[src/rtl/core/dvsp_pkg.sv]
// Shared types, character codes and helpers for the version string parser.
`default_nettype none

package dvsp_pkg;

    // Slots in the packed 64-bit result
    localparam int SLOT_FIELDS = 4;
    localparam int FIELD_BITS  = 16;
    localparam int VER_W       = SLOT_FIELDS * FIELD_BITS;

    // At most four digits per field: 9999 fits in 14 bits
    localparam int MAG_W = 14;

    // Register map
    localparam int   APB_AW           = 3;
    localparam int   REG_IDX_W        = APB_AW - 2;
    localparam logic [REG_IDX_W-1:0] REG_VERSION_MODE = 1'b0;

    // version_mode codes
    localparam logic MODE_OPENGL = 1'b0;
    localparam logic MODE_VULKAN = 1'b1;

    // Character codes
    localparam logic [7:0] CH_NUL   = 8'h00;
    localparam logic [7:0] CH_TAB   = 8'h09;
    localparam logic [7:0] CH_CR    = 8'h0D;
    localparam logic [7:0] CH_SPACE = 8'h20;
    localparam logic [7:0] CH_PLUS  = 8'h2B;
    localparam logic [7:0] CH_MINUS = 8'h2D;
    localparam logic [7:0] CH_DOT   = 8'h2E;
    localparam logic [7:0] CH_ZERO  = 8'h30;
    localparam logic [7:0] CH_NINE  = 8'h39;

    // Per-field scan phase of the atoi-style conversion
    typedef enum logic [1:0] {
        PH_BLANK,
        PH_DIGIT,
        PH_DONE
    } t_scan_phase;

    function automatic logic is_blank(input logic [7:0] ch);
        return (ch == CH_SPACE) || ((ch >= CH_TAB) && (ch <= CH_CR));
    endfunction

    function automatic logic is_digit(input logic [7:0] ch);
        return (ch >= CH_ZERO) && (ch <= CH_NINE);
    endfunction

endpackage

`default_nettype wire

[src/rtl/core/driver_version_string_parser.sv]
// Top level of the dotted driver version string parser.
//
// Usage:
//  - Input channel (i_valid / o_ready): one beat per string character on
//    i_character, then one beat with i_end_of_string high that closes the
//    string. Characters of a string may arrive in consecutive cycles.
//  - Output channel (o_valid / i_ready): exactly one beat per end marker,
//    o_version packs four 16-bit fields (first field in bits 63..48) and
//    o_valid_res flags a well-formed string; o_version is zero when not.
//  - APB port: register 0 (byte address 0) is version_mode, bit 0:
//    0 OpenGL (later fields right-padded with '0'), 1 Vulkan (short form ok).
//    Write it only while the parser is idle.
//  - Throughput: one beat per cycle, except while an end marker waits for
//    room in the result register. The end-marker beat passes the input
//    register, then the result register, before o_valid rises.
//  - The result register decouples the sides: while a result waits, character
//    beats keep flowing; only a second end marker stalls in the input register.
//  - Reset (i_rst_n low, synchronous) empties both registers, clears the
//    field splitter and sets version_mode to OpenGL.
`default_nettype none

module driver_version_string_parser #(
    parameter int FIELD_COUNT     = 4,
    parameter int CHARS_PER_FIELD = 4
) (
    input  wire logic                         i_clk,
    input  wire logic                         i_rst_n,
    // Character stream
    input  wire logic                         i_valid,
    output logic                              o_ready,
    input  wire logic [7:0]                   i_character,
    input  wire logic                         i_end_of_string,
    // Result stream
    output logic                              o_valid,
    input  wire logic                         i_ready,
    output logic [dvsp_pkg::VER_W-1:0]        o_version,
    output logic                              o_valid_res,
    // Configuration
    input  wire logic                         psel,
    input  wire logic                         penable,
    input  wire logic                         pwrite,
    input  wire logic [dvsp_pkg::APB_AW-1:0]  paddr,
    input  wire logic [31:0]                  pwdata,
    output logic [31:0]                       prdata,
    output logic                              pready
);
    import dvsp_pkg::*;

    localparam int LW = $clog2(CHARS_PER_FIELD + 1);

    // Configuration register
    logic r_mode;
    logic cfg_sel;

    assign pready  = 1'b1;
    assign cfg_sel = (paddr[APB_AW-1:2] == REG_VERSION_MODE);

    always_ff @(posedge i_clk) begin
        if (!i_rst_n) begin
            r_mode <= MODE_OPENGL;
        end else if (psel && penable && pwrite && pready && cfg_sel) begin
            r_mode <= pwdata[0];
        end
    end

    assign prdata = cfg_sel ? {31'b0, r_mode} : '0;

    // Input register
    logic       r_s1_vld;
    logic [7:0] r_s1_char;
    logic       r_s1_eos;
    logic       out_free;
    logic       s1_go;
    logic       out_load;

    assign out_free = !o_valid || i_ready;
    // Characters always drain; an end marker needs room in the result reg
    assign s1_go    = r_s1_vld && (!r_s1_eos || out_free);
    assign o_ready  = !r_s1_vld || s1_go;
    assign out_load = s1_go && r_s1_eos;

    always_ff @(posedge i_clk) begin
        if (!i_rst_n) begin
            r_s1_vld <= 1'b0;
        end else if (o_ready) begin
            r_s1_vld <= i_valid;
        end
    end

    always_ff @(posedge i_clk) begin
        if (i_valid && o_ready) begin
            r_s1_char <= i_character;
            r_s1_eos  <= i_end_of_string;
        end
    end

    // Field splitter
    logic [7:0]    w_chars [FIELD_COUNT][CHARS_PER_FIELD];
    logic [LW-1:0] w_lens  [FIELD_COUNT];
    logic          w_count_ok;

    dvsp_collect #(
        .FIELD_COUNT     (FIELD_COUNT),
        .CHARS_PER_FIELD (CHARS_PER_FIELD)
    ) u_collect (
        .i_clk      (i_clk),
        .i_rst_n    (i_rst_n),
        .i_beat_vld (s1_go),
        .i_char     (r_s1_char),
        .i_eos      (r_s1_eos),
        .i_mode     (r_mode),
        .o_chars    (w_chars),
        .o_lens     (w_lens),
        .o_count_ok (w_count_ok)
    );

    // One converter per field, all working in parallel
    logic [FIELD_BITS-1:0] w_val [FIELD_COUNT];
    logic [FIELD_COUNT-1:0] w_neg;

    for (genvar f = 0; f < FIELD_COUNT; f++) begin : g_conv
        dvsp_field_conv #(
            .CHARS_PER_FIELD (CHARS_PER_FIELD)
        ) u_conv (
            .i_chars   (w_chars[f]),
            .i_len     (w_lens[f]),
            .i_pad     ((r_mode == MODE_OPENGL) && (f > 0)),
            .o_value   (w_val[f]),
            .o_neg_bad (w_neg[f])
        );
    end

    // Pack fields high to low; unused low slots stay zero
    logic [VER_W-1:0] ver_pack;
    logic             res_ok;

    always_comb begin
        ver_pack = '0;
        for (int f = 0; f < FIELD_COUNT; f++) begin
            ver_pack[VER_W-1-FIELD_BITS*f -: FIELD_BITS] = w_val[f];
        end
    end

    assign res_ok = w_count_ok && (w_neg == '0);

    // Result register
    logic             r_out_vld;
    logic [VER_W-1:0] r_version;
    logic             r_valid_res;

    always_ff @(posedge i_clk) begin
        if (!i_rst_n) begin
            r_out_vld <= 1'b0;
        end else if (out_load) begin
            r_out_vld <= 1'b1;
        end else if (i_ready) begin
            r_out_vld <= 1'b0;
        end
    end

    always_ff @(posedge i_clk) begin
        if (out_load) begin
            r_version   <= res_ok ? ver_pack : '0;
            r_valid_res <= res_ok;
        end
    end

    assign o_valid     = r_out_vld;
    assign o_version   = r_version;
    assign o_valid_res = r_valid_res;

`ifndef SYNTHESIS
    // A rejected string never leaks field data
    a_invalid_zero: assert property (@(posedge i_clk) disable iff (!i_rst_n)
        o_valid && !o_valid_res |-> o_version == '0)
        else $error("invalid result with nonzero version");

    // Three-field builds leave the lowest slot empty
    a_low_slot: assert property (@(posedge i_clk) disable iff (!i_rst_n)
        (FIELD_COUNT < SLOT_FIELDS) && o_valid |-> o_version[FIELD_BITS-1:0] == '0)
        else $error("unused low field slot is nonzero");

    // A result only appears after an end-marker beat left the input register
    a_load_src: assert property (@(posedge i_clk) disable iff (!i_rst_n)
        $rose(r_out_vld) |-> $past(r_s1_vld && r_s1_eos))
        else $error("result without end marker");

    // A held end marker keeps its beat until the result register frees up
    a_s1_hold: assert property (@(posedge i_clk) disable iff (!i_rst_n)
        r_s1_vld && !s1_go |=> r_s1_vld && r_s1_eos && $stable(r_s1_char))
        else $error("stalled input beat lost");

    // The first field holds at most four digits
    a_field_range: assert property (@(posedge i_clk) disable iff (!i_rst_n)
        o_valid && o_valid_res |-> o_version[VER_W-1 -: FIELD_BITS] <= 16'd9999)
        else $error("field value out of range");
`endif

endmodule

`default_nettype wire

[src/rtl/core/dvsp_field_conv.sv]
// Combinational atoi-style conversion of one stored version field.
`default_nettype none

module dvsp_field_conv #(
    parameter int CHARS_PER_FIELD = 4
) (
    input  wire logic [7:0]                           i_chars [CHARS_PER_FIELD],
    input  wire logic [$clog2(CHARS_PER_FIELD+1)-1:0] i_len,
    input  wire logic                                 i_pad,
    output logic [dvsp_pkg::FIELD_BITS-1:0]           o_value,
    output logic                                      o_neg_bad
);
    import dvsp_pkg::*;

    localparam int LW = $clog2(CHARS_PER_FIELD + 1);

    logic [LW-1:0]    elen;
    logic [7:0]       ch;
    logic [MAG_W-1:0] mag;
    logic             neg;
    t_scan_phase      phase;

    // Padding fills the field with '0' up to its full width
    assign elen = i_pad ? LW'(CHARS_PER_FIELD) : i_len;

    always_comb begin
        mag   = '0;
        neg   = 1'b0;
        phase = PH_BLANK;
        ch    = CH_ZERO;
        for (int i = 0; i < CHARS_PER_FIELD; i++) begin
            ch = (LW'(i) < i_len) ? i_chars[i] : CH_ZERO;
            if (LW'(i) < elen) begin
                case (phase)
                    PH_BLANK: begin
                        if (is_blank(ch)) begin
                            phase = PH_BLANK;
                        end else if ((ch == CH_PLUS) || (ch == CH_MINUS)) begin
                            neg   = (ch == CH_MINUS);
                            phase = PH_DIGIT;
                        end else if (is_digit(ch)) begin
                            mag   = MAG_W'(ch - CH_ZERO);
                            phase = PH_DIGIT;
                        end else begin
                            phase = PH_DONE;
                        end
                    end
                    PH_DIGIT: begin
                        if (is_digit(ch)) begin
                            mag = (mag << 3) + (mag << 1) + MAG_W'(ch - CH_ZERO);
                        end else begin
                            phase = PH_DONE;
                        end
                    end
                    default: begin
                        phase = PH_DONE;
                    end
                endcase
            end
        end
    end

    assign o_value   = FIELD_BITS'(mag);
    assign o_neg_bad = neg && (mag != '0);

endmodule

`default_nettype wire

[src/rtl/core/dvsp_collect.sv]
// Splits the character stream into fields and holds the kept characters.
`default_nettype none

module dvsp_collect #(
    parameter int FIELD_COUNT     = 4,
    parameter int CHARS_PER_FIELD = 4
) (
    input  wire logic                                 i_clk,
    input  wire logic                                 i_rst_n,
    input  wire logic                                 i_beat_vld,
    input  wire logic [7:0]                           i_char,
    input  wire logic                                 i_eos,
    input  wire logic                                 i_mode,
    output logic [7:0]                                o_chars [FIELD_COUNT][CHARS_PER_FIELD],
    output logic [$clog2(CHARS_PER_FIELD+1)-1:0]      o_lens  [FIELD_COUNT],
    output logic                                      o_count_ok
);
    import dvsp_pkg::*;

    localparam int LW  = $clog2(CHARS_PER_FIELD + 1);
    localparam int FIW = $clog2(FIELD_COUNT + 1);
    localparam int FXW = $clog2(FIELD_COUNT);
    localparam int CXW = (CHARS_PER_FIELD > 1) ? $clog2(CHARS_PER_FIELD) : 1;

    logic [FIW-1:0] r_fi, n_fi;
    logic [LW-1:0]  r_cp, n_cp;
    logic [LW-1:0]  r_lens [FIELD_COUNT];
    logic [LW-1:0]  n_lens [FIELD_COUNT];
    logic           r_bad, n_bad;
    logic           r_nul, n_nul;
    logic [7:0]     r_chars [FIELD_COUNT][CHARS_PER_FIELD];
    logic           chr_we;
    logic [FIW-1:0] fi_eff;

    // Next-state of the splitter
    always_comb begin
        n_fi   = r_fi;
        n_cp   = r_cp;
        n_lens = r_lens;
        n_bad  = r_bad;
        n_nul  = r_nul;
        chr_we = 1'b0;
        if (i_beat_vld) begin
            if (i_eos) begin
                n_fi  = '0;
                n_cp  = '0;
                n_bad = 1'b0;
                n_nul = 1'b0;
                for (int f = 0; f < FIELD_COUNT; f++) begin
                    n_lens[f] = '0;
                end
            end else if (!r_bad && !r_nul) begin
                if (i_char == CH_NUL) begin
                    n_nul = 1'b1;
                end else if (r_fi == FIW'(FIELD_COUNT)) begin
                    n_bad = 1'b1;
                end else if (i_char == CH_DOT) begin
                    n_lens[r_fi[FXW-1:0]] = r_cp;
                    n_fi = r_fi + FIW'(1);
                    n_cp = '0;
                end else if (r_cp < LW'(CHARS_PER_FIELD)) begin
                    chr_we = 1'b1;
                    n_cp   = r_cp + LW'(1);
                end
            end
        end
    end

    always_ff @(posedge i_clk) begin
        if (!i_rst_n) begin
            r_fi  <= '0;
            r_cp  <= '0;
            r_bad <= 1'b0;
            r_nul <= 1'b0;
            for (int f = 0; f < FIELD_COUNT; f++) begin
                r_lens[f] <= '0;
            end
        end else begin
            r_fi   <= n_fi;
            r_cp   <= n_cp;
            r_bad  <= n_bad;
            r_nul  <= n_nul;
            r_lens <= n_lens;
        end
    end

    // Character store: only entries written in the current string are read
    always_ff @(posedge i_clk) begin
        if (chr_we) begin
            r_chars[r_fi[FXW-1:0]][r_cp[CXW-1:0]] <= i_char;
        end
    end

    assign o_chars = r_chars;

    // View of the string as if it ended now: close the open field and
    // supply the short-form last field in Vulkan mode
    always_comb begin
        o_lens = r_lens;
        fi_eff = r_fi;
        if (!r_bad && (r_fi < FIW'(FIELD_COUNT))) begin
            o_lens[r_fi[FXW-1:0]] = r_cp;
        end
        if (!r_bad && (i_mode == MODE_VULKAN) && (r_fi == FIW'(FIELD_COUNT - 2))) begin
            fi_eff                 = FIW'(FIELD_COUNT - 1);
            o_lens[FIELD_COUNT-1]  = '0;
        end
        o_count_ok = !r_bad && (fi_eff == FIW'(FIELD_COUNT - 1));
    end

endmodule

`default_nettype wire

[config.mk]
export PLATFORM = sky130hd
export DESIGN_NAME = driver_version_string_parser
export DESIGN_NICKNAME = d
export VERILOG_FILES = /design/src/rtl/core/dvsp_pkg.sv /design/src/rtl/core/driver_version_string_parser.sv /design/src/rtl/core/dvsp_field_conv.sv /design/src/rtl/core/dvsp_collect.sv
export SDC_FILE = /design/constraint.sdc
export NUM_CORES = 1
export LEC_CHECK = 0
export BUFFER_PORTS_ARGS = -buffer_cell sky130_fd_sc_hd__buf_2
export CORE_ASPECT_RATIO = 1.25
export CORE_MARGIN = 3
export CORE_UTILIZATION = 55
export DETAILED_ROUTE_END_ITERATION = 8
export PLACE_DENSITY = 0.73
export RECOVER_POWER = 50
export SLEW_MARGIN = 20
export SYNTH_ARGS = -nofsm -noshare
export SYNTH_HDL_FRONTEND = slang
export SYNTH_SLANG_ARGS = --single-unit
[constraint.sdc]
create_clock -name i_clk -period 11.9 [get_ports i_clk]
set_clock_uncertainty 0.15 [all_clocks]
set_input_delay 0.595 -clock i_clk [delete_from_list [all_inputs] [get_ports i_clk]]
set_output_delay 0.595 -clock i_clk [all_outputs]
set_load 0.02 [all_outputs]
==> results.cfg, run 1 <==
[outcome]
outcome = complete, but fails checks
violations = capacitance limit, slew limit

[synthesis]
yosysTopAreaCellShare = 0.210
yosys.area.top_type = edfxtp_1
synthFlopType = edfxtp_1
synth-seq-cells = 217
syn-cell-area_um2 = 27700
synth_warnings = 0
synth_compound_area_frac = 0.229
synth_cells = 3243
synth_top_family_by_area = compound AO/OA/AOI/OAI gates
synthArstFlopShare = 0
synth.avg_cell_area_um2 = 8.55
synth_area_leaders = edfxtp_1, ha_1, fa_1, inv_1, a21oi_1
synthMuxAreaShare = 0.0175
synth_adder_area_share = 0.193
ys_seq_area_frac = 0.227
synth_xor_area_frac = 0.0539
ys_types = 118
synth_edf_count = 194
yosys.area_share.simple = 0.206

[power_and_ir_drop]
vdd_ir_drop_max_mv = 0.104
power_frac_clock = 0.396
p_seq_frac = 0.413
comb_power_share = 0.191
power_switching_uw = 593
power.share.switching = 0.287
intPower_mw = 1.47
p_per_area_nw_per_um2 = 69.3
power.static_leakage_nw = 13.0

[detailed_routing]
drtAntennaViolNets = 0
met2_length_um = 41800
wl_per_cell_um = 21.1
drc = 0
wl_um = 84400
dr.pass1.iters = 6
vias_per_cell = 6.45
wl_met1_um = 33000
via_count = 25800
drtIter0Drc = 2170
topRoutingLayerUsed = met5
wl_met3_um = 5570

[cells_and_area]
fin_nets = 3728
final_cell_area_um2 = 29800
drive_above_1_share = 0.0817
final_cell_mix = inv_1, nor2_1, ha_1, nand2_1, a21oi_1
syn_to_final_growth_pct = 7.53
final_common_cell = inv_1
diodes = 0
finish.utilization = 0.601

[floorplan]
rows = 91
die_w_um = 207
initial_utilization = 0.559
die_h_um = 257
core_um2 = 49600
ios = 151
dieArea_um2 = 53200

[clock_network]
cts_buffer_depth = 3
cts-htree-levels = 1
clk_pin_slew_ns = 0.06
cts_sinks = 217
cts_tree = built
clk_latency_ns = 0.55
postCtsHoldBufs = 0
cts_root_buf = clkbuf_16
cts_made_buffers = 25

[timing]
setup_tns_ns = 0
min_period_ns = 11.39
drv_slew = 59
worst_slew_pin_slew_ns = 3.85
slew_headroom = -1.57
final-setup-viol-count = 0
timing.final.ws_setup_ns = 0.512
fmax_mhz = 87.8
hold_viol_final = 0
finalCritPeriodShare = 0.957

[place]
portBuffers = 77
gp_congestion = 0.969
dp_slack_ns = 0.106
placed_cell_area_um2 = 28800
dp_hpwl_um = 64400

[worst_setup_path]
end_kind = register
critical_path.max_fanout = 9
crit_top_cell = inv_1
crit_type = register to register
critical_path.top_delay_family = compound AO/OA/AOI/OAI gates
cpPeakStageDelay_ns = 0.55
startpoint_type = register
arrival_ns = 11.60
crit_path_top_delay_cell = fa_1
required_ns = 12.11
crit_buf_inv = 6

[job]
maxCapViolations = 1

[hold_path]
holdCritPathClass = input port to register

[global_route]
grt_max_degree = 59
grt_usage = 0.297
grt_first_pass_wirelength_um = 130000
antenna_found_initial = 1
grt_pass1_vias = 24900
gr-total-overflow = 0
power by group through the flow:
stage / Sequential [mW] / Clock, mW / Combinational [mW]
after floorplan: 0.866 / 0 / 0.282
after global placement: 0.867 / 0 / 0.371
after detailed placement: 0.867 / 0 / 0.377
after CTS: 0.851 / 0.826 / 0.380
after global routing: 0.853 / 0.858 / 0.430
final: 0.853 / 0.819 / 0.394
Yosys cell counts (43+ instances only):
library cell  count
buf_4            45
fa_1            124
o21ai_0         179
nand2b_1         51
nand2_1         209
and3_1           56
a21o_1           43
nor3_1           92
a21oi_1         195
nand3_1          88
and2_1           59
xnor2_1          97
nor2_1          253
nor2b_1          45
ha_1            229
inv_1           352
edfxtp_1        194
xor2_1           61
o211ai_1         46
stage by stage:
step	power [mW]	hold WS [ns]	cells
detailed placement	1.24	0.331	3935
global placement	1.24	0.301	3935
floorplan	1.15	0.288	3281
finish	2.07	0.0773	3994
CTS	2.06	0.0568	3981
global route	2.14	0.0652	3994
what timing repair did:
| item | in CTS | in global routing |
|---|---|---|
| setup endpoints to repair | 0 | 57 |
| gates resized for setup | 0 | 34 |
| setup buffers | 0 | 7 |
cells by family (layout without fill, tap and decap cells):
kind of cell               after synthesis  count (layout)
other                                    2              40
and+or+nand+nor                       1080            1086
buffers and inverters                  475             531
xor gates and xnor gates               163             163
AOI/OAI and AO/OA                      910             910
adders and majority gates              353             353
muxes                                   43              43
DFF                                    217             217
per-layer routing:
| layer | up-vias | track usage |
|---|---|---|
| met4 | 2 | 0.113 |
| li1 | 11900 | - |
| met2 | 1140 | 0.527 |
| met3 | 265 | 0.0270 |
| met5 | - | 0 |
| met1 | 12400 | 0.372 |
sequential cells by signal (all words and copies together), names as in the netlist:
name and count:
u_collect.r_fi 3, o_version 56, r_s1_eos 1, u_collect.r_bad 1
r_s1_char 8, u_collect.r_nul 1, r_mode 1, u_collect.r_lens 12
o_valid_res 1, u_collect.r_cp 3, u_collect.o_chars 128, r_s1_vld 1
o_valid 1
cell type report:
type,instances,area (um^2)
clock buffer,30,674
sequential,217,6290
timing repair buffer,130,701
fill,4446,19800
inverter,355,1330
clock inverter,16,195
tap,651,815
multi-input combinational,2595,19800
final timing paths:
path / start / endpoint / slack (ns) / depth (start not counted)
worst max-delay path: u_collect.r_fi[0]$_SDFFE_PN0P_ / o_version[55]$_SDFFCE_PN0P_ / 0.51 / 44
worst min-delay path: i_character[2] / r_s1_char[2]$_DFFE_PP_ / 0.08 / 1
worst max register to register: u_collect.r_fi[0]$_SDFFE_PN0P_ / o_version[55]$_SDFFCE_PN0P_ / 0.51 / 44
worst min register to register: u_collect.r_nul$_SDFFE_PN0P_ / u_collect.r_nul$_SDFFE_PN0P_ / 0.35 / 2
No activity file was read; power rests on OpenSTA's default activity.
==> run 2, diff against run 1 <==
Settings changed: CORE_MARGIN 3 to 2.
==> run 2 against run 1 <==
Net effect: the flow still finishes with violations (capacitance limit, slew limit); via count is 0.76% lower; die area is 1.7% lower; final cell count is 0.15% higher; critical path depth is 1 lower; utilization is 0.87 points lower; routed wire length is 2.5% lower; highest routed layer is now met4.
==> results.cfg, run 2 (same netlist as run 1, synthesis figures left out) <==
[outcome]
outcome = complete, but fails checks
violations = capacitance limit, slew limit

[worst_setup_path]
crit_path_top_delay_cell = or3_4
required_ns = 12.11
arrival_ns = 11.54
critical_path.top_delay_family = compound AO/OA/AOI/OAI gates
cpPeakStageDelay_ns = 0.58
crit_buf_inv = 6
crit_top_cell = inv_1
crit_type = register to register
ff2ff_path_depth = 43
startpoint = u_collect.r_fi[1]$_SDFFE_PN0P_
r2r-start = u_collect.r_fi[1]$_SDFFE_PN0P_
end_kind = register
cp_num_cells = 43
startpoint_type = register
critical_path.max_fanout = 9

[detailed_routing]
wl_um = 82300
drtAntennaViolNets = 0
drtIter0Drc = 2072
via_count = 25600
drc = 0
wl_per_cell_um = 20.6
dr.pass1.iters = 6
vias_per_cell = 6.40

[job]
maxCapViolations = 1

[hold_path]
hp-start = i_character[6]
holdPathStages = 1
holdCritPathClass = input port to register

[timing]
drv_slew = 59
final-setup-viol-count = 0
worst_slew_pin_slew_ns = 3.65
fmax_mhz = 88.2
hold_viol_final = 0
finalCritPeriodShare = 0.953
slew_headroom = -1.43
setup_tns_ns = 0
min_period_ns = 11.33

[cells_and_area]
largest_reg_flops = 128
fin_nets = 3726
final_cell_mix = inv_1, nor2_1, ha_1, nand2_1, a21oi_1
final_common_cell = inv_1
nFillCells = 4563
drive_above_1_share = 0.0805
syn_to_final_growth_pct = 7.14
final_cell_area_um2 = 29700

[power_and_ir_drop]
power.static_leakage_nw = 13.0
power.share.switching = 0.294
p_per_area_nw_per_um2 = 67.4
p_seq_frac = 0.426
intPower_mw = 1.41
power_switching_uw = 589
power_frac_clock = 0.379
vdd_ir_drop_max_mv = 0.127
comb_power_share = 0.195

[place]
portBuffers = 77
placed_cell_area_um2 = 28800
dp_hpwl_um = 63600
gp_congestion = 0.974

[global_route]
grt_usage = 0.301
grt_max_degree = 59
grt_first_pass_wirelength_um = 128000
grt_pass1_vias = 24900
gr-total-overflow = 0
antenna_found_initial = 1

[floorplan]
dieArea_um2 = 52300
rows = 92
die_w_um = 205
die_h_um = 255
ios = 151
core_um2 = 50200
initial_utilization = 0.553

[clock_network]
cts-htree-levels = 1
clk_latency_ns = 0.54
cts_made_buffers = 25
cts_root_buf = clkbuf_16
cts_sinks = 217
cts_buffer_depth = 3
cts_tree = built
clk_pin_slew_ns = 0.07
==> run 2: timing repair <==
action                                  4_1_cts  5_1_grt
hold buffers                                  0        0
resized for setup                             0       28
endpoints found under the setup margin        0       57
buffers inserted                              0        6
==> run 2: power by group through the flow <==
stage	sequential [mW]	clock [mW]	combinational (mW)
global route	0.855	0.797	0.428
global placement	0.868	0	0.368
floorplan	0.866	0	0.282
detailed placement	0.869	0	0.377
finish	0.854	0.759	0.390
CTS	0.853	0.764	0.380
==> run 2: routing by layer <==
| layer | vias up | wire, um | track usage |
|---|---|---|---|
| li1 | 11900 | - | - |
| met1 | 12300 | 32500 | 0.370 |
| met2 | 1089 | 41200 | 0.545 |
| met3 | 242 | 4950 | 0.0206 |
| met4 | 0 | 3650 | 0.122 |
| met5 | - | 0 | 0 |
==> run 2: area by class of cell <==
cell class                      instances  area, um^2  area share
Antenna cell                            1        2.50   0.0000842
Clock buffer                           28         637      0.0214
Clock inverter                         18         175     0.00589
Inverter                              355        1330      0.0448
Multi-Input combinational cell       2593       19800       0.665
Sequential cell                       217        6290       0.211
Tap cell                              658         823      0.0277
Timing Repair Buffer                  130         708      0.0238
==> run 2: metrics by stage <==
stage	total power, mW	util	hold slack, ns	worst slack (ns)	cells
6_report	2.00	0.592	0.0750	0.565	4000
5_1_grt	2.08	0.592	0.0579	-0.0936	3999
4_1_cts	2.00	0.590	0.0592	0.0111	3989
3_5_place_dp	1.25	0.573	0.327	0.0894	3943
3_3_place_gp	1.24	0.573	0.301	0.529	3943
2_1_floorplan	1.15	-	0.288	1.79	3281
==> run 2: worst paths after layout <==
check / to / slack [ns]
worst min register to register: u_collect.r_nul$_SDFFE_PN0P_ / 0.35
worst max register to register: o_version[55]$_SDFFCE_PN0P_ / 0.57
worst max-delay path: o_version[55]$_SDFFCE_PN0P_ / 0.57
worst min-delay path: r_s1_char[6]$_DFFE_PP_ / 0.07
